## config.mk

```make
export PLATFORM = sky130hd
export DESIGN_NAME = pifc_regs
export DESIGN_NICKNAME = d
export VERILOG_FILES = /design/src/hdl/pifc_pkg.sv /design/src/hdl/pifc_regs.sv
export SDC_FILE = /design/constraint.sdc
export NUM_CORES = 1
export LEC_CHECK = 0
export ABC_AREA = 1
export BUFFER_PORTS_ARGS = -buffer_cell sky130_fd_sc_hd__buf_4
export CORE_MARGIN = 2
export CORE_UTILIZATION = 54
export CTS_CLUSTER_DIAMETER = 50
export DETAILED_ROUTE_END_ITERATION = 10
export GPL_TIMING_DRIVEN = 0
export PLACE_DENSITY = 0.85
export SYNTH_ARGS = -nofsm -noshare
export SYNTH_HDL_FRONTEND = slang
export SYNTH_SLANG_ARGS = --single-unit
export TNS_END_PERCENT = 5
```

## constraint.sdc

```tcl
create_clock -name clk -period 1.43 [get_ports clk]
set_input_delay 0.0715 -clock clk [delete_from_list [all_inputs] [get_ports clk]]
set_output_delay 0.0715 -clock clk [all_outputs]
set_load 0.01 [all_outputs]
```

## src/hdl/pifc_pkg.sv

```systemverilog
`timescale 1ns / 1ps
// ----------------------------------------------------------------------------
// pifc_pkg
// shared types and constants of the pi fan controller with alarm
// ----------------------------------------------------------------------------
package pifc_pkg;

  localparam int unsigned CFG_IDX_W  = 3;
  localparam int unsigned CFG_DATA_W = 19;

  // register index codes
  localparam logic [CFG_IDX_W-1:0] REG_SETPOINT  = 3'd0;
  localparam logic [CFG_IDX_W-1:0] REG_PROP_GAIN = 3'd1;
  localparam logic [CFG_IDX_W-1:0] REG_INT_GAIN  = 3'd2;
  localparam logic [CFG_IDX_W-1:0] REG_BAND      = 3'd3;
  localparam logic [CFG_IDX_W-1:0] REG_SAMPLE    = 3'd4;
  localparam logic [CFG_IDX_W-1:0] REG_BUZZER    = 3'd5;

  // register reset values
  localparam logic [18:0] SETPOINT_RST  = 19'd25600;
  localparam logic [15:0] PROP_GAIN_RST = 16'd12800;
  localparam logic [15:0] INT_GAIN_RST  = 16'd2560;
  localparam logic [18:0] BAND_RST      = 19'd2048;
  localparam logic [15:0] SAMPLE_RST    = 16'd100;
  localparam logic [15:0] BUZZER_RST    = 16'd300;

  // band status codes
  localparam logic [1:0] STATUS_NORMAL = 2'd0;
  localparam logic [1:0] STATUS_HOT    = 2'd1;
  localparam logic [1:0] STATUS_COLD   = 2'd2;

  // full scale of the drive sum is 255 * 2^18 * 1000
  localparam logic [35:0] DRIVE_LIMIT = 36'd66846720000;
  // same limit on kp*err, before the factor 1000
  localparam logic [34:0] KPE_LIMIT   = 35'd66846720;
  // floor(q/1000) == (q * RECIP_1000) >> 28 for any 18-bit q
  localparam logic [18:0] RECIP_1000  = 19'd268436;
  localparam logic [47:0] ACC_MAX     = 48'hFFFF_FFFF_FFFF;
  localparam logic [15:0] DT_MAX      = 16'hFFFF;

  typedef struct packed {
    logic [18:0] setpoint;
    logic [15:0] prop_gain;
    logic [15:0] int_gain;
    logic [18:0] band;
    logic [15:0] sample_period;
    logic [15:0] buzzer_period;
  } cfg_t;

  // input register contents
  typedef struct packed {
    logic [31:0] now;
    logic        err_pos;
    logic [18:0] err_mag;
    logic        kpe_over;
    logic [25:0] kpe;
    logic [34:0] ke;
    logic [18:0] temp;
    logic [1:0]  status;
    logic        hot;
  } prep_t;

  // step result handed to the output stage
  typedef struct packed {
    logic        err_pos;
    logic        sat;
    logic [35:0] pterm;
    logic [35:0] iterm;
    logic [18:0] temp;
    logic [1:0]  status;
    logic        buzzer;
  } step_t;

endpackage

```

## src/hdl/pifc_regs.sv

```systemverilog
`timescale 1ns / 1ps
// ----------------------------------------------------------------------------
// pifc_regs
// configuration register file, write only
// ----------------------------------------------------------------------------
module pifc_regs (
  input  logic                           clk,
  input  logic                           rst_n,
  input  logic                           cfg_wr_en,
  input  logic [pifc_pkg::CFG_IDX_W-1:0]  cfg_index,
  input  logic [pifc_pkg::CFG_DATA_W-1:0] cfg_wdata,
  output pifc_pkg::cfg_t                 cfg,
  output logic                           int_gain_wr
);
  import pifc_pkg::*;

  cfg_t cfg_r, cfg_nxt;

  always_comb begin
    cfg_nxt     = cfg_r;
    int_gain_wr = 1'b0;
    if (cfg_wr_en) begin
      case (cfg_index)
        REG_SETPOINT:  cfg_nxt.setpoint      = cfg_wdata[18:0];
        REG_PROP_GAIN: cfg_nxt.prop_gain     = cfg_wdata[15:0];
        REG_INT_GAIN: begin
          cfg_nxt.int_gain = cfg_wdata[15:0];
          int_gain_wr      = 1'b1;
        end
        REG_BAND:      cfg_nxt.band          = cfg_wdata[18:0];
        REG_SAMPLE:    cfg_nxt.sample_period = cfg_wdata[15:0];
        REG_BUZZER:    cfg_nxt.buzzer_period = cfg_wdata[15:0];
        default: ;
      endcase
    end
  end

  always_ff @(posedge clk) begin
    if (!rst_n) begin
      cfg_r.setpoint      <= SETPOINT_RST;
      cfg_r.prop_gain     <= PROP_GAIN_RST;
      cfg_r.int_gain      <= INT_GAIN_RST;
      cfg_r.band          <= BAND_RST;
      cfg_r.sample_period <= SAMPLE_RST;
      cfg_r.buzzer_period <= BUZZER_RST;
    end else begin
      cfg_r <= cfg_nxt;
    end
  end

  assign cfg = cfg_r;

endmodule

```

==> run summary <==
status - finished, final reports clean
share of cells above drive strength 1 - 23.7%
core box area - 7250 µm²
CP Capture Type - output pin
largest net degree at the start of global routing - 16
Tot GR Track Use - 30.0%
Layout area overhead - 34.7%
cell chain of the critical path - buf_4 > inv_1 > nand2_4 > nor2_2 > buf_4 > buf_4
RSZ-0062 raised after global routing - false
Clock transition at path regs - 90 ps
clock share of power - 35.4%
Buffers on Ports - 126
clk buf depth - 2
Tightest Pin Transition - 586 ps
FILL cells - 564
Initial Util - 55.9%
worst slack at placement - 237 ps
Max FO, Critical Path - 10
Final min period - 1140 ps
CP max stage delay - 290 ps
diode count - 0
setup total negative slack - 0 ps
slew margin rel. - 60.9%
critical path class - input port to output pin
final net count - 745
routability cong. - 0.884
TritonRoute pass-1 iters - 6
Yosys warning count - 0
clock sink total - 102
Final setup viols - 0
via count - 4333
internal power - 4410 µW
post-route ant nets - 0
top sig layer - met4
crit-path leading delay family - buffers and inverters
Hold Path Class - input port to flip-flop
number of global-route vias before repair - 4026
drt first-iter violations - 356
Post-Route M1 WL - 4870 µm
mapped cell area - 4050 µm²
total wire length - 12400 µm
Synth cell types - 15
final worst path period share - 79.7%
gr ovfl total - 0
wire length per cell - 15.0 µm
FF+latch count, synth - 102
Net Switching - 1470 µW
endpoints failing hold - 0
TritonCTS clock tree - built
slowest cell on the critical path - nor2_2
Clock Skew - 0 ps
WP data required - 1360 ps
LEAKAGE - 0.00263 µW
global-route wire length before repair - 19500 µm
worst path buffer plus inverter count - 4
Resize count post-CTS - 0
metal2 WL - 5660 µm
Combinational Power Share - 13.6%
CP arrival - 1070 ps
# DRC - 0
Syn Inst Count - 572
overall die height - 90.6 µm
Flop pwr share - 51.0%
Fmax - 877 MHz
DR WL met3 - 1420 µm
Largest register FFs - 102
full die area - 8210 µm²
Seq/Total Area, Yosys - 50.4%
CTS H-tree lvls - 3
clk_lat worst skew - 350 ps
post-synth net total - 597
Setup WS post-layout - 290 ps
Detailed Place HPWL - 8740 µm
Pins Over Slew Limit - 0
Net Sw Frac - 25.0%
Row Count - 31
most common cell after layout, fill and taps aside - nor2_1
I/O pin cnt - 128
pwr dens - 1080 nW/µm²
synthesized area per cell - 7.09 µm²
most frequent cells in the layout - nor2_1 (174), buf_4 (139), nand2_1 (127), nand3_1 (102), dfxtp_1 (102)
Die Wd - 90.6 µm
Max-Cap Viols - 0
VDD IR max - 0.710 mV
via/cell ratio - 5.27
startpoint types - input port
crit-path most repeated cell - buf_4
antenna violations before repair - 0
CTS root buffer - clkbuf_8
TritonCTS buffer count - 9
==> worst paths after layout <==
path,startpoint,cells after the start,endpoint,slack (ps)
worst min register to register,cfg[79],2,cfg[79],480
worst max register to register,cfg[43],2,cfg[43],790
worst min-delay path,cfg_wdata[18],5,cfg[101],70
worst max-delay path,cfg_index[2],6,int_gain_wr,290
==> synthesized netlist by cell type <==
cell      number  area share (%)
nor2_1       174              16
nand2_1      127              12
dfxtp_1      102              50
nand3_1      102              13
inv_1         23             2.1
buf_4         13             2.4
buf_2          9             1.1
buf_1          6            0.56
nor2_4         6             1.7
clkbuf_1       4            0.37
nor2_2         2            0.31
clkinv_1       1           0.093
inv_2          1           0.093
nand2_4        1            0.28
o21ai_0        1            0.12
==> layer usage <==
metal,vias up,track usage [%]
met5,-,0
met4,0,12.9
met3,49,7.76
met2,259,48.6
met1,1960,37.8
li1,2065,-
==> timing repair <==
item                                   in CTS  in global routing
endpoints found under the hold margin      16                  0
setup buffers                               0                  0
hold buffers                               11                  0
==> layout make-up <==
| type | instances | area, µm² | area share (%) |
|---|---|---|---|
| plain buffers | 32 | 180 | 3.30 |
| clock buffers | 10 | 128 | 2.34 |
| clock inverters | 4 | 97.6 | 1.79 |
| inverters | 25 | 93.8 | 1.72 |
| multi-input cells | 413 | 1740 | 31.8 |
| flip-flops and latches | 102 | 2040 | 37.4 |
| well taps | 99 | 124 | 2.27 |
| repair buffers | 137 | 1060 | 19.3 |
==> cell families (layout without fill, tap and decap cells) <==
family,after synthesis,after routing,synth area share [%]
AND/OR/NAND/NOR,412,412,42.7
buffers and inverters,57,208,6.76
AO/OA/AOI/OAI,1,1,0.123
flip-flops,102,102,50.4
==> power by group through the flow <==
stage / combinational (µW) / sequential, µW / clock [µW]
final: 799 / 3000 / 2080
after global routing: 867 / 3010 / 2200
after CTS: 785 / 3000 / 2080
after detailed placement: 757 / 3060 / 0
after global placement: 736 / 3060 / 0
after floorplan: 372 / 3100 / 0
==> metrics by stage <==
stage / instances / area [µm²] / hold slack [ps] / total power (µW) / utilization, %
finish: 822 / 5460 / 70.2 / 5880 / 75.2
global route: 822 / 5460 / 81.5 / 6070 / 75.2
CTS: 822 / 5460 / 58.4 / 5860 / 75.2
detailed placement: 797 / 5120 / 291 / 3820 / 70.6
global placement: 797 / 5120 / 282 / 3790 / 70.6
floorplan: 572 / 4050 / 185 / 3470 / -
==> worst register-to-register path, stage by stage, from the launching register on <==
cell and delay, ps:
dfxtp_1 340, o21ai_0 90, nand3_1 90
No activity file was read; power rests on OpenSTA's default activity.
