--- config.mk ---
export PLATFORM = sky130hd
export DESIGN_NAME = pifc_prep
export DESIGN_NICKNAME = d
export VERILOG_FILES = /design/src/hdl/pifc_pkg.sv /design/src/hdl/pifc_prep.sv
export SDC_FILE = /design/constraint.sdc
export NUM_CORES = 2
export LEC_CHECK = 0
export ABC_AREA = 1
export BUFFER_PORTS_ARGS = -buffer_cell sky130_fd_sc_hd__buf_2
export CORE_MARGIN = 1.5
export CORE_UTILIZATION = 25
export DETAILED_ROUTE_END_ITERATION = 16
export PLACE_DENSITY = 0.43
export SLEW_MARGIN = 0
export SYNTH_ARGS = -nofsm -noshare
export SYNTH_HDL_FRONTEND = slang
export SYNTH_SLANG_ARGS = --single-unit
--- constraint.sdc ---
create_clock -name clk -period 25.2 [get_ports clk]
set_input_delay 3.78 -clock clk [delete_from_list [all_inputs] [get_ports clk]]
set_output_delay 3.78 -clock clk [all_outputs]
set_load 0.01 [all_outputs]
--- src/hdl/pifc_pkg.sv ---
`timescale 1ns / 1ps
// ----------------------------------------------------------------------------
// pifc_pkg
// shared types and constants of the pi fan controller with alarm
// ----------------------------------------------------------------------------
package pifc_pkg;

  localparam int unsigned CFG_IDX_W  = 3;
  localparam int unsigned CFG_DATA_W = 19;

  // register index codes
  localparam logic [CFG_IDX_W-1:0] REG_SETPOINT  = 3'd0;
  localparam logic [CFG_IDX_W-1:0] REG_PROP_GAIN = 3'd1;
  localparam logic [CFG_IDX_W-1:0] REG_INT_GAIN  = 3'd2;
  localparam logic [CFG_IDX_W-1:0] REG_BAND      = 3'd3;
  localparam logic [CFG_IDX_W-1:0] REG_SAMPLE    = 3'd4;
  localparam logic [CFG_IDX_W-1:0] REG_BUZZER    = 3'd5;

  // register reset values
  localparam logic [18:0] SETPOINT_RST  = 19'd25600;
  localparam logic [15:0] PROP_GAIN_RST = 16'd12800;
  localparam logic [15:0] INT_GAIN_RST  = 16'd2560;
  localparam logic [18:0] BAND_RST      = 19'd2048;
  localparam logic [15:0] SAMPLE_RST    = 16'd100;
  localparam logic [15:0] BUZZER_RST    = 16'd300;

  // band status codes
  localparam logic [1:0] STATUS_NORMAL = 2'd0;
  localparam logic [1:0] STATUS_HOT    = 2'd1;
  localparam logic [1:0] STATUS_COLD   = 2'd2;

  // full scale of the drive sum is 255 * 2^18 * 1000
  localparam logic [35:0] DRIVE_LIMIT = 36'd66846720000;
  // same limit on kp*err, before the factor 1000
  localparam logic [34:0] KPE_LIMIT   = 35'd66846720;
  // floor(q/1000) == (q * RECIP_1000) >> 28 for any 18-bit q
  localparam logic [18:0] RECIP_1000  = 19'd268436;
  localparam logic [47:0] ACC_MAX     = 48'hFFFF_FFFF_FFFF;
  localparam logic [15:0] DT_MAX      = 16'hFFFF;

  typedef struct packed {
    logic [18:0] setpoint;
    logic [15:0] prop_gain;
    logic [15:0] int_gain;
    logic [18:0] band;
    logic [15:0] sample_period;
    logic [15:0] buzzer_period;
  } cfg_t;

  // input register contents
  typedef struct packed {
    logic [31:0] now;
    logic        err_pos;
    logic [18:0] err_mag;
    logic        kpe_over;
    logic [25:0] kpe;
    logic [34:0] ke;
    logic [18:0] temp;
    logic [1:0]  status;
    logic        hot;
  } prep_t;

  // step result handed to the output stage
  typedef struct packed {
    logic        err_pos;
    logic        sat;
    logic [35:0] pterm;
    logic [35:0] iterm;
    logic [18:0] temp;
    logic [1:0]  status;
    logic        buzzer;
  } step_t;

endpackage

--- src/hdl/pifc_prep.sv ---
`timescale 1ns / 1ps
// ----------------------------------------------------------------------------
// pifc_prep
// input register: temperature, error, band status and gain products
// ----------------------------------------------------------------------------
module pifc_prep (
  input  logic            clk,
  input  logic            rst_n,
  input  pifc_pkg::cfg_t  cfg,
  input  logic            in_valid,
  output logic            in_stall,
  input  logic [31:0]     in_now_ms,
  input  logic [9:0]      in_adc_sample,
  input  logic            step_ready,
  output logic            s0_valid,
  output pifc_pkg::prep_t s0
);
  import pifc_pkg::*;

  logic        s0_valid_r, s0_valid_nxt;
  prep_t       s0_r, s0_nxt;
  logic        accept;
  logic        take;
  logic [18:0] temp;
  logic [19:0] err;
  logic [19:0] band_s;
  logic [18:0] mag;
  logic [34:0] kpe_full;

  assign take     = s0_valid_r && step_ready;
  assign in_stall = s0_valid_r && !take;
  assign accept   = in_valid && !in_stall;

  always_comb begin
    // adc * 500 = adc*512 - adc*8 - adc*4
    temp     = {in_adc_sample, 9'b0} - {6'b0, in_adc_sample, 3'b0}
               - {7'b0, in_adc_sample, 2'b0};
    err      = {1'b0, temp} - {1'b0, cfg.setpoint};
    band_s   = {1'b0, cfg.band};
    mag      = (!err[19]) ? err[18:0] : 19'd0;
    kpe_full = cfg.prop_gain * mag;

    s0_nxt.now      = in_now_ms;
    s0_nxt.err_pos  = !err[19] && (err != 20'd0);
    s0_nxt.err_mag  = mag;
    s0_nxt.kpe_over = kpe_full > KPE_LIMIT;
    s0_nxt.kpe      = kpe_full[25:0];
    s0_nxt.ke       = cfg.int_gain * mag;
    s0_nxt.temp     = temp;
    s0_nxt.hot      = $signed(err) > $signed(band_s);
    if ($signed(err) > $signed(band_s)) begin
      s0_nxt.status = STATUS_HOT;
    end else if ($signed(err) < -$signed(band_s)) begin
      s0_nxt.status = STATUS_COLD;
    end else begin
      s0_nxt.status = STATUS_NORMAL;
    end
  end

  always_comb begin
    s0_valid_nxt = s0_valid_r;
    if (accept) begin
      s0_valid_nxt = 1'b1;
    end else if (take) begin
      s0_valid_nxt = 1'b0;
    end
  end

  always_ff @(posedge clk) begin
    if (!rst_n) begin
      s0_valid_r <= 1'b0;
    end else begin
      s0_valid_r <= s0_valid_nxt;
    end
  end

  always_ff @(posedge clk) begin
    if (accept) begin
      s0_r <= s0_nxt;
    end
  end

  assign s0_valid = s0_valid_r;
  assign s0       = s0_r;

endmodule

==> summary.md <==
| Metric | Value |
|---|---|
| Status | finished, final reports clean |
| Top Metal Used | met5 |
| Share of post-route cells with drive strength above 1 | 0.0942 |
| Routed wl met2 | 42800 um |
| Period Utilization, post-route | 0.546 |
| Post-synth top area share | 0.339 |
| Post-synth EDFFs | roughly 130 |
| H-Tree Depth | 4 |
| Fmax | 72.6 MHz |
| Final Hold Viols | 0 |
| Critical Path Fanout Max | 20 |
| Most used cell, CP | nand2_1 |
| Nets | 4537 |
| Final wirelength | 90400 um |
| CP Class | input port to flop |
| Die ar. | 0.114 mm2 |
| Count of final max-slew check failures | 0 |
| M1 WL | 42300 um |
| DRT iter0 DRCs | 1176 |
| Yosys cell types | 52 |
| Initial Util | 0.253 |
| Worst EP arrival | 14.05 ns |
| Post-CTS Resized | 0 |
| Via density | 4.32 |
| Number of fill cells | 12200 |
| CP Launch Type | input port |
| Max_cap viols | 0 |
| Most common cell in the netlist | inv_1 |
| Slew of the pin with the lowest slew margin | approximately 1.1 ns |
| Post-CTS Hold Buffers | 0 |
| Synth top cells by count | 787 x inv_1, 739 x nand2_1, 475 x fa_1, 420 x nor2_1, 295 x ha_1 |
| CTS clock-pin slew for the worst setup and hold paths | 0.09 ns |
| Largest area contributor in the netlist | fa_1 |
| Sum of negative setup slack | 0 ns |
| CTS Buf Count | 17 |
| Multi-input logic area | 0.0204 mm2 |
| Core area | 0.111 mm2 |
| 1st-pass router iterations | 5 |
| Row cnt | around 120 |
| Final setup viols | 0 |
| GRT Overall Usage | 0.165 |
| Depth of the most critical reg-to-reg path | 4 |
| Rel. slew slack | 0.271 |
| Buffers added on ports | 251 |
| CTS tree | yes |
| DR vias | 22200 |
| Async set-reset flop share out of synthesis | 0 |
| Vias in the first global route | ~24000 |
| Clk Latency, worst-skew pair | 0.52 ns |
| Sequential area share after synthesis | 0.144 |
| Buffer depth of the longest clock path | 2 |
| FF/Latch Area | 0.00404 mm2 |
| Met3 wire len | 3950 um |
| Cells after Synth | 3426 |
| Yosys reg bits | 135 |
| Minimum clock period after layout | between 10 and 15 ns |
| Die Y | 338 um |
| Post-DP HPWL | 73100 um |
| Worst hold stages | 2 |
| Die W | between 300 and 400 um |
| Routability cong. | 0.851 |
| Critical Path End Type | flop |
| Grt ovf | 0 |
| R2r startpoint | s0_valid |
| Critical-path top delay cell | inv_1 |
| # DRC | 0 |
| Worst Hold Endpoint | s0_valid |
| R2R Setup Slk | around 23 ns |
| Area contributors post-synth | fa_1 34%, edfxtp_1 14%, ha_1 13%, inv_1 11%, nand2_1 9.9% |
| Post-Syn Area | between 0.02 and 0.03 mm2 |
| Ys flop type | edfxtp_1 |
| Area growth syn-to-layout | 12.0% |
| Synthesis Warnings | 0 |
| Critical path required time | 25.49 ns |
| Initial antenna violation count | 9 |
| Worst Skew | about 0.018 ns |
| RSZ-0062 raised after global routing | false |
| Hold_sp | s0_valid |
| Post-CTS setup buffer count | 0 |
| Wire per inst | 17.6 um |
| Pin count of the biggest net entering global routing | 52 |
| HP Class | flop to flop |
| CTS Root Buffer Type | clkbuf_16 |
| Sink Count | about 140 |
| IO Pins | 286 |
| RR Endpoint | s0[82] |
| CP peak stage delay | 0.92 ns |
| Post-Syn Area per Cell | roughly 8.2 um2 |
| Post-route ant nets | 0 |
| First-pass GRT wire length | 142000 um |
-- layout by cell type, fill, tap and decap left out, types with 61 or more instances in the layout --
cell / instances
inv_1: 787
edfxtp_1: 134
nor2_1: 419
nand2_1: 739
a21oi_1: 107
nand3_1: 92
fa_1: 475
buf_2: 251
xor2_1: 61
ha_1: 295
-- per-stage QoR --
step	area [um2]	std cells	worst slack, ns	utilization	hold slack, ns
after detailed placement	30700	5088	10.81	0.277	0.492
final	31400	5127	11.44	0.283	0.494
after global routing	31400	5126	10.58	0.283	0.553
after global placement	30700	5088	10.81	0.277	0.487
after CTS	31400	5120	11.37	0.283	0.502
after floorplan	28000	3427	13.32	-	0.514
-- flip-flops by register name, summed over array words and instances, names as in the netlist --
signal	flops
s0_valid	1
s0	134
-- per-layer routing --
metal,global-route usage,vias up
met5,0,-
met2,0.276,461
li1,-,10700
met3,0.0197,74
met4,0.0413,4
met1,0.226,11000
-- worst max-delay path, delay by kind of cell --
| kind | cells | cell delay, ns |
|---|---|---|
| fa+ha+maj | 10 | 4.70 |
| buf+inv | 9 | 1.65 |
| xor+xnor | 1 | 0.18 |
| compound gates | 5 | 0.98 |
| simple gates | 20 | 2.73 |
-- final cells by class --
| type | count | share of cell area |
|---|---|---|
| antenna | 7 | 0.000558 |
| clock buffer | 17 | 0.0136 |
| clock inverter | 15 | 0.00666 |
| inverter | 812 | 0.0974 |
| multi-input combinational | 2386 | 0.650 |
| sequential | 135 | 0.129 |
| tap | 1488 | 0.0593 |
| timing repair buffer | 267 | 0.0438 |
-- worst max path at each step --
stage          cells past startpoint      to        startpoint  slack (ns)
4_1_cts                           45  s0[83]  in_adc_sample[7]       11.37
5_1_grt                           45  s0[83]  in_adc_sample[7]       10.58
3_5_place_dp                      45  s0[83]  in_adc_sample[7]       10.81
6_report                          45  s0[83]  in_adc_sample[7]       11.44
3_3_place_gp                      45  s0[83]  in_adc_sample[7]       10.81
2_1_floorplan                     47  s0[83]  in_adc_sample[7]       13.32
-- logic make-up (layout without fill, tap and decap cells) --
group                      Yosys count  count (layout)  share of synthesized area
AOI/OAI and AO/OA                  193             193                     0.0372
adders and majority gates          770             770                      0.471
other                                1               9                   0.000134
xor gates and xnor gates            78              78                     0.0246
and+or+nand+nor                   1343            1343                      0.195
DFF                                135             135                      0.144
buffers and inverters              906            1111                      0.128
Power is not shown: default switching activity piles up to over one toggle a cycle in this logic, so the estimate is an artifact.
