**src/hdl/pifc_pkg.sv**
```systemverilog
`timescale 1ns / 1ps
// ----------------------------------------------------------------------------
// pifc_pkg
// shared types and constants of the pi fan controller with alarm
// ----------------------------------------------------------------------------
package pifc_pkg;

  localparam int unsigned CFG_IDX_W  = 3;
  localparam int unsigned CFG_DATA_W = 19;

  // register index codes
  localparam logic [CFG_IDX_W-1:0] REG_SETPOINT  = 3'd0;
  localparam logic [CFG_IDX_W-1:0] REG_PROP_GAIN = 3'd1;
  localparam logic [CFG_IDX_W-1:0] REG_INT_GAIN  = 3'd2;
  localparam logic [CFG_IDX_W-1:0] REG_BAND      = 3'd3;
  localparam logic [CFG_IDX_W-1:0] REG_SAMPLE    = 3'd4;
  localparam logic [CFG_IDX_W-1:0] REG_BUZZER    = 3'd5;

  // register reset values
  localparam logic [18:0] SETPOINT_RST  = 19'd25600;
  localparam logic [15:0] PROP_GAIN_RST = 16'd12800;
  localparam logic [15:0] INT_GAIN_RST  = 16'd2560;
  localparam logic [18:0] BAND_RST      = 19'd2048;
  localparam logic [15:0] SAMPLE_RST    = 16'd100;
  localparam logic [15:0] BUZZER_RST    = 16'd300;

  // band status codes
  localparam logic [1:0] STATUS_NORMAL = 2'd0;
  localparam logic [1:0] STATUS_HOT    = 2'd1;
  localparam logic [1:0] STATUS_COLD   = 2'd2;

  // full scale of the drive sum is 255 * 2^18 * 1000
  localparam logic [35:0] DRIVE_LIMIT = 36'd66846720000;
  // same limit on kp*err, before the factor 1000
  localparam logic [34:0] KPE_LIMIT   = 35'd66846720;
  // floor(q/1000) == (q * RECIP_1000) >> 28 for any 18-bit q
  localparam logic [18:0] RECIP_1000  = 19'd268436;
  localparam logic [47:0] ACC_MAX     = 48'hFFFF_FFFF_FFFF;
  localparam logic [15:0] DT_MAX      = 16'hFFFF;

  typedef struct packed {
    logic [18:0] setpoint;
    logic [15:0] prop_gain;
    logic [15:0] int_gain;
    logic [18:0] band;
    logic [15:0] sample_period;
    logic [15:0] buzzer_period;
  } cfg_t;

  // input register contents
  typedef struct packed {
    logic [31:0] now;
    logic        err_pos;
    logic [18:0] err_mag;
    logic        kpe_over;
    logic [25:0] kpe;
    logic [34:0] ke;
    logic [18:0] temp;
    logic [1:0]  status;
    logic        hot;
  } prep_t;

  // step result handed to the output stage
  typedef struct packed {
    logic        err_pos;
    logic        sat;
    logic [35:0] pterm;
    logic [35:0] iterm;
    logic [18:0] temp;
    logic [1:0]  status;
    logic        buzzer;
  } step_t;

endpackage

```
**src/hdl/pifc_step.sv**
```systemverilog
`timescale 1ns / 1ps
// ----------------------------------------------------------------------------
// pifc_step
// control step: timing, integral with anti-windup, buzzer state
// ----------------------------------------------------------------------------
module pifc_step (
  input  logic            clk,
  input  logic            rst_n,
  input  pifc_pkg::cfg_t  cfg,
  input  logic            int_gain_wr,
  input  logic            s0_valid,
  input  pifc_pkg::prep_t s0,
  output logic            step_ready,
  input  logic            s1_ready,
  output logic            s1_valid,
  output pifc_pkg::step_t s1
);
  import pifc_pkg::*;

  logic [47:0] integ_r, integ_nxt;
  logic [63:0] kiacc_r, kiacc_nxt;        // int_gain * integ_r, kept alongside
  logic [31:0] last_step_r, last_step_nxt;
  logic [31:0] last_toggle_r, last_toggle_nxt;
  logic        phase_r, phase_nxt;
  logic        sounding_r, sounding_nxt;
  logic        recalc_r;
  logic        s1_valid_r, s1_valid_nxt;
  step_t       s1_r, s1_nxt;

  logic        take;
  logic        due;
  logic [31:0] elapsed;
  logic [15:0] dt;
  logic [34:0] inc;
  logic [48:0] acc_sum;
  logic [47:0] acc_new;
  logic [50:0] kinc;
  logic [63:0] iterm;
  logic [35:0] pterm;
  logic [35:0] headroom;
  logic        sat;
  logic [31:0] since_toggle;

  // hold off after an integral gain write to rescale kiacc_r
  assign step_ready = s1_ready && !recalc_r;
  assign take       = s0_valid && step_ready;

  always_comb begin
    elapsed = s0.now - last_step_r;
    due     = elapsed >= {16'b0, cfg.sample_period};
    dt      = (elapsed > {16'b0, DT_MAX}) ? DT_MAX : elapsed[15:0];

    inc     = s0.err_mag * dt;
    acc_sum = {1'b0, integ_r} + {14'b0, inc};
    acc_new = acc_sum[48] ? ACC_MAX : acc_sum[47:0];

    kinc    = s0.ke * dt;
    if (acc_sum[48]) begin
      iterm = {cfg.int_gain, 48'b0} - {48'b0, cfg.int_gain};
    end else begin
      iterm = kiacc_r + {13'b0, kinc};
    end

    // kpe * 1000 = kpe*1024 - kpe*16 - kpe*8
    pterm    = {s0.kpe, 10'b0} - {6'b0, s0.kpe, 4'b0} - {7'b0, s0.kpe, 3'b0};
    headroom = DRIVE_LIMIT - pterm;
    sat      = s0.kpe_over || (iterm > {28'b0, headroom});

    since_toggle = s0.now - last_toggle_r;
  end

  always_comb begin
    integ_nxt       = integ_r;
    kiacc_nxt       = kiacc_r;
    last_step_nxt   = last_step_r;
    last_toggle_nxt = last_toggle_r;
    phase_nxt       = phase_r;
    sounding_nxt    = sounding_r;
    s1_nxt          = s1_r;
    s1_valid_nxt    = s1_valid_r;

    if (recalc_r) begin
      kiacc_nxt = cfg.int_gain * integ_r;
    end

    if (take) begin
      s1_valid_nxt = due;
    end else if (s1_ready) begin
      s1_valid_nxt = 1'b0;
    end

    if (take && due) begin
      last_step_nxt = s0.now;
      if (s0.err_pos) begin
        if (!sat) begin
          integ_nxt = acc_new;
          kiacc_nxt = iterm;
        end
      end else begin
        integ_nxt = 48'd0;
        kiacc_nxt = 64'd0;
      end

      if (s0.hot) begin
        if (since_toggle > {16'b0, cfg.buzzer_period}) begin
          last_toggle_nxt = s0.now;
          phase_nxt       = !phase_r;
          sounding_nxt    = !phase_r;
        end
      end else begin
        sounding_nxt = 1'b0;
      end

      s1_nxt.err_pos = s0.err_pos;
      s1_nxt.sat     = sat;
      s1_nxt.pterm   = pterm;
      s1_nxt.iterm   = iterm[35:0];
      s1_nxt.temp    = s0.temp;
      s1_nxt.status  = s0.status;
      s1_nxt.buzzer  = sounding_nxt;
    end
  end

  always_ff @(posedge clk) begin
    if (!rst_n) begin
      integ_r       <= 48'd0;
      kiacc_r       <= 64'd0;
      last_step_r   <= 32'd0;
      last_toggle_r <= 32'd0;
      phase_r       <= 1'b0;
      sounding_r    <= 1'b0;
      recalc_r      <= 1'b0;
      s1_valid_r    <= 1'b0;
    end else begin
      integ_r       <= integ_nxt;
      kiacc_r       <= kiacc_nxt;
      last_step_r   <= last_step_nxt;
      last_toggle_r <= last_toggle_nxt;
      phase_r       <= phase_nxt;
      sounding_r    <= sounding_nxt;
      recalc_r      <= int_gain_wr;
      s1_valid_r    <= s1_valid_nxt;
    end
  end

  always_ff @(posedge clk) begin
    s1_r <= s1_nxt;
  end

  assign s1_valid = s1_valid_r;
  assign s1       = s1_r;

endmodule

```
**config.mk**
```make
export PLATFORM = sky130hd
export DESIGN_NAME = pifc_step
export DESIGN_NICKNAME = d
export VERILOG_FILES = /design/src/hdl/pifc_pkg.sv /design/src/hdl/pifc_step.sv
export SDC_FILE = /design/constraint.sdc
export NUM_CORES = 2
export LEC_CHECK = 0
export ABC_CLOCK_PERIOD_IN_PS = 24700
export BUFFER_PORTS_ARGS = -buffer_cell sky130_fd_sc_hd__buf_2
export CAP_MARGIN = 30
export CORE_MARGIN = 2
export CORE_UTILIZATION = 40
export DETAILED_ROUTE_END_ITERATION = 8
export PLACE_DENSITY = 0.67
export SLEW_MARGIN = 20
export SYNTH_ARGS = -nofsm -noshare
export SYNTH_HDL_FRONTEND = slang
export SYNTH_SLANG_ARGS = --single-unit
```
**constraint.sdc**
```tcl
create_clock -name clk -period 24.7 [get_ports clk]
set_clock_uncertainty 0.05 [all_clocks]
set_input_delay 1.235 -clock clk [delete_from_list [all_inputs] [get_ports clk]]
set_output_delay 1.235 -clock clk [all_outputs]
set_load 0.01 [all_outputs]
```
==> flow_metrics.env <==
export IMPL_outcome="completed"
export IMPL_stdcell_area_sq_um=78040
export IMPL_ctsHtreeMaxLevel=2
export IMPL_final_cell_mix="inv_1 (1,777), fa_1 (1,445), nand2_1 (1,444)"
export IMPL_yosysSeqAreaShare_pct=8.719
export IMPL_grt_pass1_wl_microns=353700
export IMPL_dpl_cell_area_sq_um=76740
export IMPL_hpwl_microns=179300
export IMPL_crit_top_cell="fa_1"
export IMPL_yosys_register_bits=273
export IMPL_die_width_microns=432.2
export IMPL_dpl_worst_slack_ns=8.102
export IMPL_fmax_ghz=0.06278
export IMPL_dr_pass1_iters=8
export IMPL_synth_warnings=0
export IMPL_tightest_slew_ns=1.020
export IMPL_grt_start_max_net_pins=79
export IMPL_finalHoldViolCount=0
export IMPL_ys_types=102
export IMPL_cts_buffer_depth=3
export IMPL_area_growth_pct=6.388
export IMPL_rsz0062_at_grt="no"
export IMPL_rows=157
export IMPL_period_minus_slack_ns=15.93
export IMPL_maxSlewViolCount=0
export IMPL_coreArea_sq_um=182700
export IMPL_start_util_pct=40.15
export IMPL_drv_cap=0
export IMPL_antenna_found_initial=11
export IMPL_drive_gt1_share_pct=5.924
export IMPL_postLayoutSetupSlackWorst_ns=8.771
export IMPL_synth_edf_count=93
export IMPL_finalSetupTns_ns=0
export IMPL_critPathLaunchType="input port"
export IMPL_cp_required_ns=25.08
export IMPL_cp_slowest_cell="buf_4"
export IMPL_gr_total_overflow=0
export IMPL_drt_iter0_drc=4485
export IMPL_wl_microns=222900
export IMPL_dieArea_sq_um=186800
export IMPL_vias=59180
export IMPL_crit_buf_inv=11
export IMPL_wl_per_cell_microns=20.26
export IMPL_fillCellCount=17920
export IMPL_hold_buffers=0
export IMPL_synth_area_sq_um=73360
export IMPL_insertion_delay_ns=0.61
export IMPL_hold_class="flop to flop"
export IMPL_layout_nets=10810
export IMPL_worstSetupPathType="input port to flop"
export IMPL_post_cts_setup_buffer_count=0
export IMPL_finalCritPeriodShare_pct=64.49
export IMPL_cts_root_buf="clkbuf_16"
export IMPL_portBuffers=283
export IMPL_ios=341
export IMPL_worst_path_max_fanout=78
export IMPL_first_global_vias=62470
export IMPL_finalSetupViolations=0
export IMPL_numCtsBuffers=37
export IMPL_critPathLaunch="s0[104]"
export IMPL_die_y_microns=432.2
export IMPL_cts_clk_slew_worst_paths_ns=0.06
export IMPL_gr_usage_all_layers_pct=24.21
export IMPL_ant_nets=0
export IMPL_cts_resized=0
export IMPL_vias_per_cell=5.380
export IMPL_path_delay_family="compound AO/OA/AOI/OAI gates"
export IMPL_dp_cells=10920
export IMPL_synth_ff_type="dfxtp_1"
export IMPL_slowest_delay_ns=0.76
export IMPL_cts_sinks=273
export IMPL_drc=0
export IMPL_async_reset_ff_share_pct=0
export IMPL_synth_area_per_cell_sq_um=8.511
export IMPL_relSlewSlack_pct=31.45
export IMPL_cp_end_kind="flop"
export IMPL_finalNonFillerCells=11000
export IMPL_cts_tree="done"
export IMPL_netlist_instances=8619
export IMPL_rr_startpoint="last_step_r[1]$_SDFFE_PN0P_"
export IMPL_min_from="last_toggle_r[11]$_SDFFE_PN0P_"
export IMPL_arrival_ns=16.31
export IMPL_gp_congestion=0.9804
export IMPL_layout_commonest_cell="inv_1"
-- through the flow --
stage	hold WS, ns	utilization [%]
3_5_place_dp	0.3976	42.00
6_report	0.4058	42.72
5_1_grt	0.4303	42.71
4_1_cts	0.4085	42.67
2_1_floorplan	0.3847	-
3_3_place_gp	0.3929	41.97
-- cell families after synthesis --
| logic type | Yosys count | synth area share [%] |
|---|---|---|
| flops | 273 | 8.719 |
| simple gates | 2714 | 17.20 |
| compound gates | 1086 | 9.744 |
| xor+xnor | 212 | 2.550 |
| buf+inv | 2227 | 11.48 |
| mux | 117 | 1.603 |
| other cells | 1 | 0.005112 |
| fa+ha+maj | 1989 | 48.70 |
-- synth_stat cells, types with 10 or more instances --
library cell	n	area, sq um
buf_1	17	63.81
clkbuf_1	399	1498
and2_1	500	3128
a211oi_1	44	330.3
o21ai_0	155	775.7
nor2_1	298	1119
o211a_1	10	100.1
xnor2_1	132	1156
a21o_1	148	1111
mux2i_1	113	1131
nand3_1	56	280.3
edfxtp_1	93	2793
ha_1	541	6769
nor3b_1	12	90.09
o21ai_1	41	205.2
a211o_1	23	201.4
a21boi_0	13	97.59
buf_2	26	130.1
o211ai_1	19	142.6
fa_1	1445	28930
o22ai_1	36	225.2
nand2_1	1449	5439
o21bai_1	29	217.7
nor4_1	27	168.9
a31oi_1	45	281.5
nand4_1	51	319.1
nor3_1	61	305.3
and3_1	39	244.0
dfxtp_1	180	3603
or2_2	15	93.84
a221oi_1	11	96.34
xor2_1	79	691.9
or3_1	35	219.0
nor2b_1	55	344.1
o21a_1	61	457.9
o31ai_1	22	165.2
nand2b_1	63	394.1
o2111ai_1	14	122.6
a21oi_1	297	1486
inv_1	1777	6670
-- metal layers --
| layer | wire (microns) | GRT usage, % | share of wire (%) | up-vias |
|---|---|---|---|---|
| met5 | 21 | 0 | 0.0094 | - |
| met4 | 10800 | 10.02 | 4.8 | 4 |
| met3 | 16390 | 3.400 | 7.4 | 420 |
| met2 | 105600 | 40.52 | 47 | 2343 |
| met1 | 90150 | 31.41 | 40 | 29970 |
| li1 | - | - | - | 26450 |
-- worst min-delay path, cell delays in order, from the launching register on --
cell and delay [ns]:
dfxtp_1 0.31, nand2_1 0.05, mux2i_1 0.05
-- final timing paths --
check | slack (ns) | cells past startpoint | to
setup / recovery | 8.77 | 54 | integ_r[3]$_SDFFE_PN0P_
hold / removal | 0.41 | 2 | last_toggle_r[11]$_SDFFE_PN0P_
setup reg to reg | 9.16 | 52 | integ_r[3]$_SDFFE_PN0P_
hold reg to reg | 0.41 | 2 | last_toggle_r[11]$_SDFFE_PN0P_
-- state kept, by name, summed over array words and instances, names as in the netlist --
| name | count |
|---|---|
| integ_r | 48 |
| kiacc_r | 64 |
| last_step_r | 32 |
| last_toggle_r | 32 |
| phase_r | 1 |
| recalc_r | 1 |
| s1 | 93 |
| s1_valid | 1 |
| sounding_r | 1 |
-- area by class of cell --
class / instances / area [sq um] / share of cell area (%)
Sequential cell: 273 / 6400 / 8.201
Antenna cell: 6 / 15.01 / 0.01924
Multi-Input combinational cell: 6121 / 58630 / 75.13
Inverter: 1779 / 6678 / 8.556
Tap cell: 2385 / 2984 / 3.824
Clock inverter: 20 / 203.9 / 0.2613
Timing Repair Buffer: 369 / 2126 / 2.724
Clock buffer: 47 / 1005 / 1.287
Power is left out: the tool's default activity adds up to more than one toggle a clock period on the data nets, which glitch-free logic cannot reach.
