===== src/hdl/pifc_pkg.sv =====
`timescale 1ns / 1ps
// ----------------------------------------------------------------------------
// pifc_pkg
// shared types and constants of the pi fan controller with alarm
// ----------------------------------------------------------------------------
package pifc_pkg;

  localparam int unsigned CFG_IDX_W  = 3;
  localparam int unsigned CFG_DATA_W = 19;

  // register index codes
  localparam logic [CFG_IDX_W-1:0] REG_SETPOINT  = 3'd0;
  localparam logic [CFG_IDX_W-1:0] REG_PROP_GAIN = 3'd1;
  localparam logic [CFG_IDX_W-1:0] REG_INT_GAIN  = 3'd2;
  localparam logic [CFG_IDX_W-1:0] REG_BAND      = 3'd3;
  localparam logic [CFG_IDX_W-1:0] REG_SAMPLE    = 3'd4;
  localparam logic [CFG_IDX_W-1:0] REG_BUZZER    = 3'd5;

  // register reset values
  localparam logic [18:0] SETPOINT_RST  = 19'd25600;
  localparam logic [15:0] PROP_GAIN_RST = 16'd12800;
  localparam logic [15:0] INT_GAIN_RST  = 16'd2560;
  localparam logic [18:0] BAND_RST      = 19'd2048;
  localparam logic [15:0] SAMPLE_RST    = 16'd100;
  localparam logic [15:0] BUZZER_RST    = 16'd300;

  // band status codes
  localparam logic [1:0] STATUS_NORMAL = 2'd0;
  localparam logic [1:0] STATUS_HOT    = 2'd1;
  localparam logic [1:0] STATUS_COLD   = 2'd2;

  // full scale of the drive sum is 255 * 2^18 * 1000
  localparam logic [35:0] DRIVE_LIMIT = 36'd66846720000;
  // same limit on kp*err, before the factor 1000
  localparam logic [34:0] KPE_LIMIT   = 35'd66846720;
  // floor(q/1000) == (q * RECIP_1000) >> 28 for any 18-bit q
  localparam logic [18:0] RECIP_1000  = 19'd268436;
  localparam logic [47:0] ACC_MAX     = 48'hFFFF_FFFF_FFFF;
  localparam logic [15:0] DT_MAX      = 16'hFFFF;

  typedef struct packed {
    logic [18:0] setpoint;
    logic [15:0] prop_gain;
    logic [15:0] int_gain;
    logic [18:0] band;
    logic [15:0] sample_period;
    logic [15:0] buzzer_period;
  } cfg_t;

  // input register contents
  typedef struct packed {
    logic [31:0] now;
    logic        err_pos;
    logic [18:0] err_mag;
    logic        kpe_over;
    logic [25:0] kpe;
    logic [34:0] ke;
    logic [18:0] temp;
    logic [1:0]  status;
    logic        hot;
  } prep_t;

  // step result handed to the output stage
  typedef struct packed {
    logic        err_pos;
    logic        sat;
    logic [35:0] pterm;
    logic [35:0] iterm;
    logic [18:0] temp;
    logic [1:0]  status;
    logic        buzzer;
  } step_t;

endpackage


===== src/hdl/pifc_out.sv =====
`timescale 1ns / 1ps
// ----------------------------------------------------------------------------
// pifc_out
// drive scaling and result register
// ----------------------------------------------------------------------------
module pifc_out (
  input  logic            clk,
  input  logic            rst_n,
  input  logic            s1_valid,
  input  pifc_pkg::step_t s1,
  output logic            s1_ready,
  output logic            out_valid,
  input  logic            out_stall,
  output logic [7:0]      out_drive_pwm,
  output logic [18:0]     out_temp_q10,
  output logic [1:0]      out_band_status,
  output logic            out_buzzer_on
);
  import pifc_pkg::*;

  logic        out_valid_r, out_valid_nxt;
  logic [7:0]  drive_r, drive_nxt;
  logic [18:0] temp_r;
  logic [1:0]  status_r;
  logic        buzzer_r;
  logic        take;
  logic [36:0] sum;
  logic [17:0] q;
  logic [36:0] quot;

  assign s1_ready = !out_valid_r || !out_stall;
  assign take     = s1_valid && s1_ready;

  always_comb begin
    // sum stays within 255 * 2^18 * 1000 when not saturated
    sum  = {1'b0, s1.pterm} + {1'b0, s1.iterm};
    q    = sum[35:18];
    quot = q * RECIP_1000;
    if (!s1.err_pos) begin
      drive_nxt = 8'd0;
    end else if (s1.sat) begin
      drive_nxt = 8'd255;
    end else begin
      drive_nxt = quot[35:28];
    end
  end

  always_comb begin
    out_valid_nxt = out_valid_r;
    if (take) begin
      out_valid_nxt = 1'b1;
    end else if (!out_stall) begin
      out_valid_nxt = 1'b0;
    end
  end

  always_ff @(posedge clk) begin
    if (!rst_n) begin
      out_valid_r <= 1'b0;
    end else begin
      out_valid_r <= out_valid_nxt;
    end
  end

  always_ff @(posedge clk) begin
    if (take) begin
      drive_r  <= drive_nxt;
      temp_r   <= s1.temp;
      status_r <= s1.status;
      buzzer_r <= s1.buzzer;
    end
  end

  assign out_valid       = out_valid_r;
  assign out_drive_pwm   = drive_r;
  assign out_temp_q10    = temp_r;
  assign out_band_status = status_r;
  assign out_buzzer_on   = buzzer_r;

endmodule

===== config.mk =====
export PLATFORM = sky130hd
export DESIGN_NAME = pifc_out
export DESIGN_NICKNAME = d
export VERILOG_FILES = /design/src/hdl/pifc_pkg.sv /design/src/hdl/pifc_out.sv
export SDC_FILE = /design/constraint.sdc
export NUM_CORES = 1
export LEC_CHECK = 0
export BUFFER_PORTS_ARGS = -buffer_cell sky130_fd_sc_hd__buf_2
export CAP_MARGIN = 15
export CORE_MARGIN = 2
export CORE_UTILIZATION = 40
export DETAILED_ROUTE_END_ITERATION = 16
export GPL_TIMING_DRIVEN = 0
export SYNTH_ARGS = -nofsm -noshare
export SYNTH_HDL_FRONTEND = slang
export SYNTH_SLANG_ARGS = --single-unit

===== constraint.sdc =====
create_clock -name clk -period 12.4 [get_ports clk]
set_clock_uncertainty 0.05 [all_clocks]
set_input_delay 0 -clock clk [delete_from_list [all_inputs] [get_ports clk]]
set_output_delay 0 -clock clk [all_outputs]
set_load 0.005 [all_outputs]

==> results of run 1 <==
what timing repair did:
action | 4_1_cts | 5_1_grt
buffers inserted | 0 | 0
endpoints found under the setup margin | 0 | 0
gates resized for setup | 0 | 0
endpoints found under the hold margin | 23 | 0
hold buffers | 24 | 0
layout make-up:
| type | instances | area (sq um) |
|---|---|---|
| Fill cell | 1428 | 7680 |
| Timing Repair Buffer | 154 | 913 |
| Sequential cell | 31 | 921 |
| Tap cell | 188 | 235 |
| Buffer | 3 | 18.8 |
| Multi-Input combinational cell | 472 | 4810 |
| Inverter | 123 | 462 |
| Clock buffer | 8 | 156 |
kinds of logic (layout without fill, tap and decap cells):
family,Yosys count,count (layout),share of synthesized area [%]
buffers and inverters,126,288,7.73
DFF,31,31,14.8
and+or+nand+nor,106,106,9.67
adders and majority gates,211,211,48.0
xor gates and xnor gates,39,39,5.92
AOI/OAI and AO/OA,115,115,13.6
muxes,1,1,0.242
registers in the layout (all words and copies together), names as in the netlist:
signal           cells
out_temp_q10        19
out_band_status      2
out_valid            1
out_drive_pwm        8
out_buzzer_on        1
routing by layer:
layer  GRT usage (%)  part of all wire (%)  vias to the layer above
met5               0                     0                        -
met4            3.20                   1.2                        0
met3            1.75                   2.8                       14
met2            32.0                    52                       95
met1            20.5                    44                     2448
li1                -                     -                     2517
worst min path at each step:
stage	end	slack, ns	cells past startpoint
2_1_floorplan	s1_ready	0.003	1
3_3_place_gp	out_temp_q10[4]$_DFFE_PP_	0.13	1
3_5_place_dp	out_temp_q10[1]$_DFFE_PP_	0.13	1
4_1_cts	out_drive_pwm[1]$_SDFFCE_PN0P_	0.004	2
5_1_grt	out_drive_pwm[1]$_SDFFCE_PN0P_	0.008	2
6_report	out_drive_pwm[2]$_SDFFCE_PN0P_	0.004	2
critical path: cells and delay by family:
family | cells | cell delay [ns]
and+or+nand+nor | 8 | 1.23
xor gates and xnor gates | 1 | 0.74
buffers and inverters | 5 | 0.31
adders and majority gates | 7 | 3.07
AOI/OAI and AO/OA | 11 | 2.40
through the flow:
stage | std cells | setup WS [ns] | util, %
floorplan | 629 | 5.49 | -
global placement | 946 | 4.39 | 46.7
detailed placement | 946 | 4.32 | 46.7
CTS | 978 | 4.56 | 49.3
global route | 979 | 3.98 | 49.5
finish | 979 | 4.60 | 49.5
cells in the final DEF, fill, tap and decap left out, drive strengths merged, types with 2 or more instances in the layout:
master       count
o211ai           3
xnor2           19
nand3            8
o22ai            2
fa              46
nor2b            7
o21bai           5
a21o            14
clkbuf           9
nand2           24
or3              2
nor3             7
ha             165
inv            123
and2            10
dlygate4sd3     24
nand4b           2
a211o            2
a2111oi          2
buf            132
o21ai           18
nand2b           5
xor2            20
a31oi            9
o31ai            4
a221oi           2
nor2            19
and3             7
nor4             2
a211oi           6
a21oi           32
o21a             9
nand4            9
edfxtp          30
==> results.json, run 1 <==
{
  "syn-instance-count": 629,
  "root_buffer": "clkbuf_16",
  "grt_max_degree": 31,
  "yosys-top-cells-area": "ha_1 33%, fa_1 15%, edfxtp_1 14%, inv_1 7.4%, xor2_1 2.8%",
  "slowest_stage": "xnor2_1",
  "cp-startpoint": "s1[37]",
  "cts_tree": "built",
  "antenna_cells": 0,
  "syn2layout_area_growth_pct": 21.0,
  "ios": 132,
  "worstHoldStart": "s1[94]",
  "fp.coreArea_sq_mm": 0.0152,
  "clk_pin_slew_worst_paths_ns": 0.05,
  "grt_pass1_vias": 5034,
  "via_count": 5074,
  "antenna_found_initial": 0,
  "drt-initial-drc-count": 150,
  "insertion_delay_ns": 0.27,
  "max_slew.worst_pin.slew_ns": 1.19,
  "max_stage_delay_ns": 0.74,
  "ys_types": 61,
  "port_buffers": 129,
  "crit_type": "input pin to flop",
  "slew_viol_final": 0,
  "cts_htree_levels": 2,
  "grt_pass1_wl_mm": 22.5,
  "dp_hpwl_mm": 12.1,
  "rows": 45,
  "finalHoldViolCount": 0,
  "clk_path_buf_depth": 2,
  "synth_top_area_share_pct": 33.2,
  "slew_headroom_pct": 20.4,
  "crit_arrival_ns": 7.77,
  "hold_class": "input pin to flop",
  "netlist_area_sq_mm": 0.00621,
  "stdcell_area_sq_mm": 0.00752,
  "gp_congestion": 0.839,
  "synthesis.nets": 940,
  "synth-seq-cells": 31,
  "cts_buffers": 5,
  "first_pass_iters": 4,
  "run_status": "completed",
  "cp_max_fo": 6,
  "finalSetupViolCount": 0,
  "dpl_cell_area_sq_mm": 0.00709,
  "grt_overflow": 0,
  "clock_sinks": 31,
  "yosysMostFrequentCell": "ha_1",
  "timing.final.crit_share_pct": 62.9,
  "drv_cap": 0,
  "synth_commonest_cells": "165 x ha_1, 123 x inv_1, 46 x fa_1, 30 x a21oi_1, 30 x edfxtp_1",
  "vias_per_cell": 5.18,
  "timing.rr.start": "out_valid$_SDFFE_PN0P_",
  "end_kind": "flop",
  "synthArstFlopShare_pct": 0,
  "min_period_ns": 7.80,
  "die_h_um": 129,
  "hold_ws_ns": 0.00404,
  "ys.flop_type": "edfxtp_1",
  "drcViolationCount": 0,
  "yosysSeqAreaShare_pct": 14.8,
  "worst-endpoint-required_ns": 12.37,
  "dieArea_sq_mm": 0.0165,
  "fin_nets": 1101,
  "crit_path_end": "out_drive_pwm[7]$_SDFFCE_PN0P_",
  "yosysWarnings": 0,
  "drive_gt1_share_pct": 20.4,
  "fmax_mhz": 128,
  "syn_avg_cell_area_sq_um": 9.88,
  "start_util_pct": 40.9,
  "tns_ns": 0,
  "start_kind": "input pin",
  "die_w_um": 129,
  "grt_usage_pct": 16.8,
  "rsz0062_at_grt": "no",
  "synth_enable_flop_cells": 30,
  "wl_per_cell_um": 14.4,
  "antenna_left": 0,
  "reg2reg_to": "out_temp_q10[10]$_DFFE_PP_",
  "yosysTopAreaCell": "ha_1",
  "ff2ff_path_depth": 3,
  "r2r_slack_ns": 10.96,
  "routed_wl_mm": 14.1
}
Power of run 1 is left out: the tool's default activity adds up to more than one toggle a clock period on the data nets, which glitch-free logic cannot reach.
==> inputs of run 2 (changes only) <==
- clock period: 12.4 -> 6.4 ns (I/O delays scaled with it)
==> results.json, run 2 (synthesis results as in run 1) <==
{
  "slew_headroom_pct": 44.1,
  "clk_pin_slew_worst_paths_ns": 0.05,
  "syn2layout_area_growth_pct": 36.4,
  "final_core_util_pct": 55.7,
  "final_cell_mix": "141 x ha_1, 128 x buf_2, 119 x inv_1",
  "fmax_mhz": 152,
  "ios": 132,
  "die_w_um": 129,
  "antenna_found_initial": 0,
  "via_count": 5233,
  "drv_cap": 0,
  "dp_hpwl_mm": 12.1,
  "timing.final.crit_share_pct": 103,
  "max_stage_delay_ns": 0.52,
  "largest_reg_flops": 19,
  "slowest_stage": "fa_1",
  "die_h_um": 129,
  "start_kind": "input pin",
  "dieArea_sq_mm": 0.0165,
  "gp_congestion": 0.877,
  "violations": "setup timing",
  "wl_per_cell_um": 15.1,
  "end_kind": "flop",
  "finalSetupViolCount": 5,
  "port_buffers": 129,
  "slew_viol_final": 0,
  "fin_nets": 1136,
  "clock_sinks": 31,
  "drcViolationCount": 0,
  "root_buffer": "clkbuf_16",
  "hold_class": "input pin to flop",
  "place_ws_ns": -1.04,
  "grt_overflow": 0,
  "antenna_cells": 0,
  "grt_pass1_wl_mm": 24.9,
  "drt-initial-drc-count": 216,
  "cp_common_cell": "ha_1",
  "crit_type": "input pin to flop",
  "drive_gt1_share_pct": 32.4,
  "run_status": "finished with violations",
  "final_common_cell": "ha_1",
  "grt_max_degree": 31,
  "max_slew.worst_pin.slew_ns": 0.830,
  "grt_usage_pct": 18.6,
  "cts_tree": "built",
  "rows": 45,
  "cp_max_fo": 4,
  "start_util_pct": 40.9,
  "tns_ns": -0.643,
  "routed_wl_mm": 15.3,
  "fp.coreArea_sq_mm": 0.0152,
  "first_pass_iters": 6,
  "cts_htree_levels": 2,
  "antenna_left": 0,
  "vias_per_cell": 5.16,
  "timing.final.ws_setup_ns": -0.191,
  "rsz0062_at_grt": "yes",
  "crit_arrival_ns": 6.57,
  "finalHoldViolCount": 0,
  "worst-endpoint-required_ns": 6.38,
  "min_period_ns": 6.59,
  "hold_ws_ns": 0.00861,
  "cts_buffers": 5,
  "grt_pass1_vias": 5388,
  "insertion_delay_ns": 0.27,
  "clk_path_buf_depth": 2
}
## run 2: changes by cell type in the layout (fill, tap and decap cells not counted), moves of 5 or more
cell,delta
buf_4,+32
ha_1,-24
ha_4,+21
a21oi_1,-15
a21oi_2,+11
o21ai_0,-8
xnor2_1,-8
o21ai_1,+6
nand2_1,-5
xnor2_2,+5
## run 2: metal layers
layer,vias up,wire [um],track usage (%)
met5,-,0,0
met4,0,281,4.54
met3,20,499,1.95
met2,119,8100,35.3
met1,2511,6470,22.6
li1,2583,-,-
## run 2: worst max-delay path, delay by kind of cell
| family | cells | cell delay (ns) |
|---|---|---|
| adder cells (fa/ha/maj) | 8 | 2.24 |
| buffers and inverters | 6 | 0.60 |
| XOR/XNOR | 2 | 0.26 |
| AND/OR/NAND/NOR | 4 | 1.01 |
| AO/OA/AOI/OAI | 13 | 2.44 |
## run 2: final timing paths
check	startpoint	endpoint	slack, ns	cells past startpoint
worst min-delay path	s1[94]	out_drive_pwm[2]$_SDFFCE_PN0P_	0.009	2
worst max-delay path	s1[32]	out_drive_pwm[4]$_SDFFCE_PN0P_	-0.19	33
worst max register to register	out_valid$_SDFFE_PN0P_	out_temp_q10[10]$_DFFE_PP_	4.82	3
worst min register to register	out_valid$_SDFFE_PN0P_	out_temp_q10[6]$_DFFE_PP_	1.00	2
## run 2: cell type report
type	count	area [sq um]
fill	1348	6730
multi-input combinational	472	5460
timing repair buffer	189	1200
sequential	31	921
inverter	123	462
tap	188	235
clock buffer	6	139
clock inverter	2	35.0
buffer	3	18.8
## run 2: through the flow
stage | area (sq um) | cells
floorplan | 6310 | 629
global placement | 7190 | 946
detailed placement | 7190 | 946
CTS | 8210 | 1003
global route | 8470 | 1014
finish | 8470 | 1014
## run 2: repair_timing
item | CTS | global route
buffers inserted | 25 | 10
gates cloned | 0 | 0
hold endpoints to repair | 24 | 0
hold buffers | 24 | 0
gates resized for setup | 58 | 33
setup endpoints to repair | 8 | 8
pin swaps | 41 | 45
Power of run 2 is left out for the same reason.
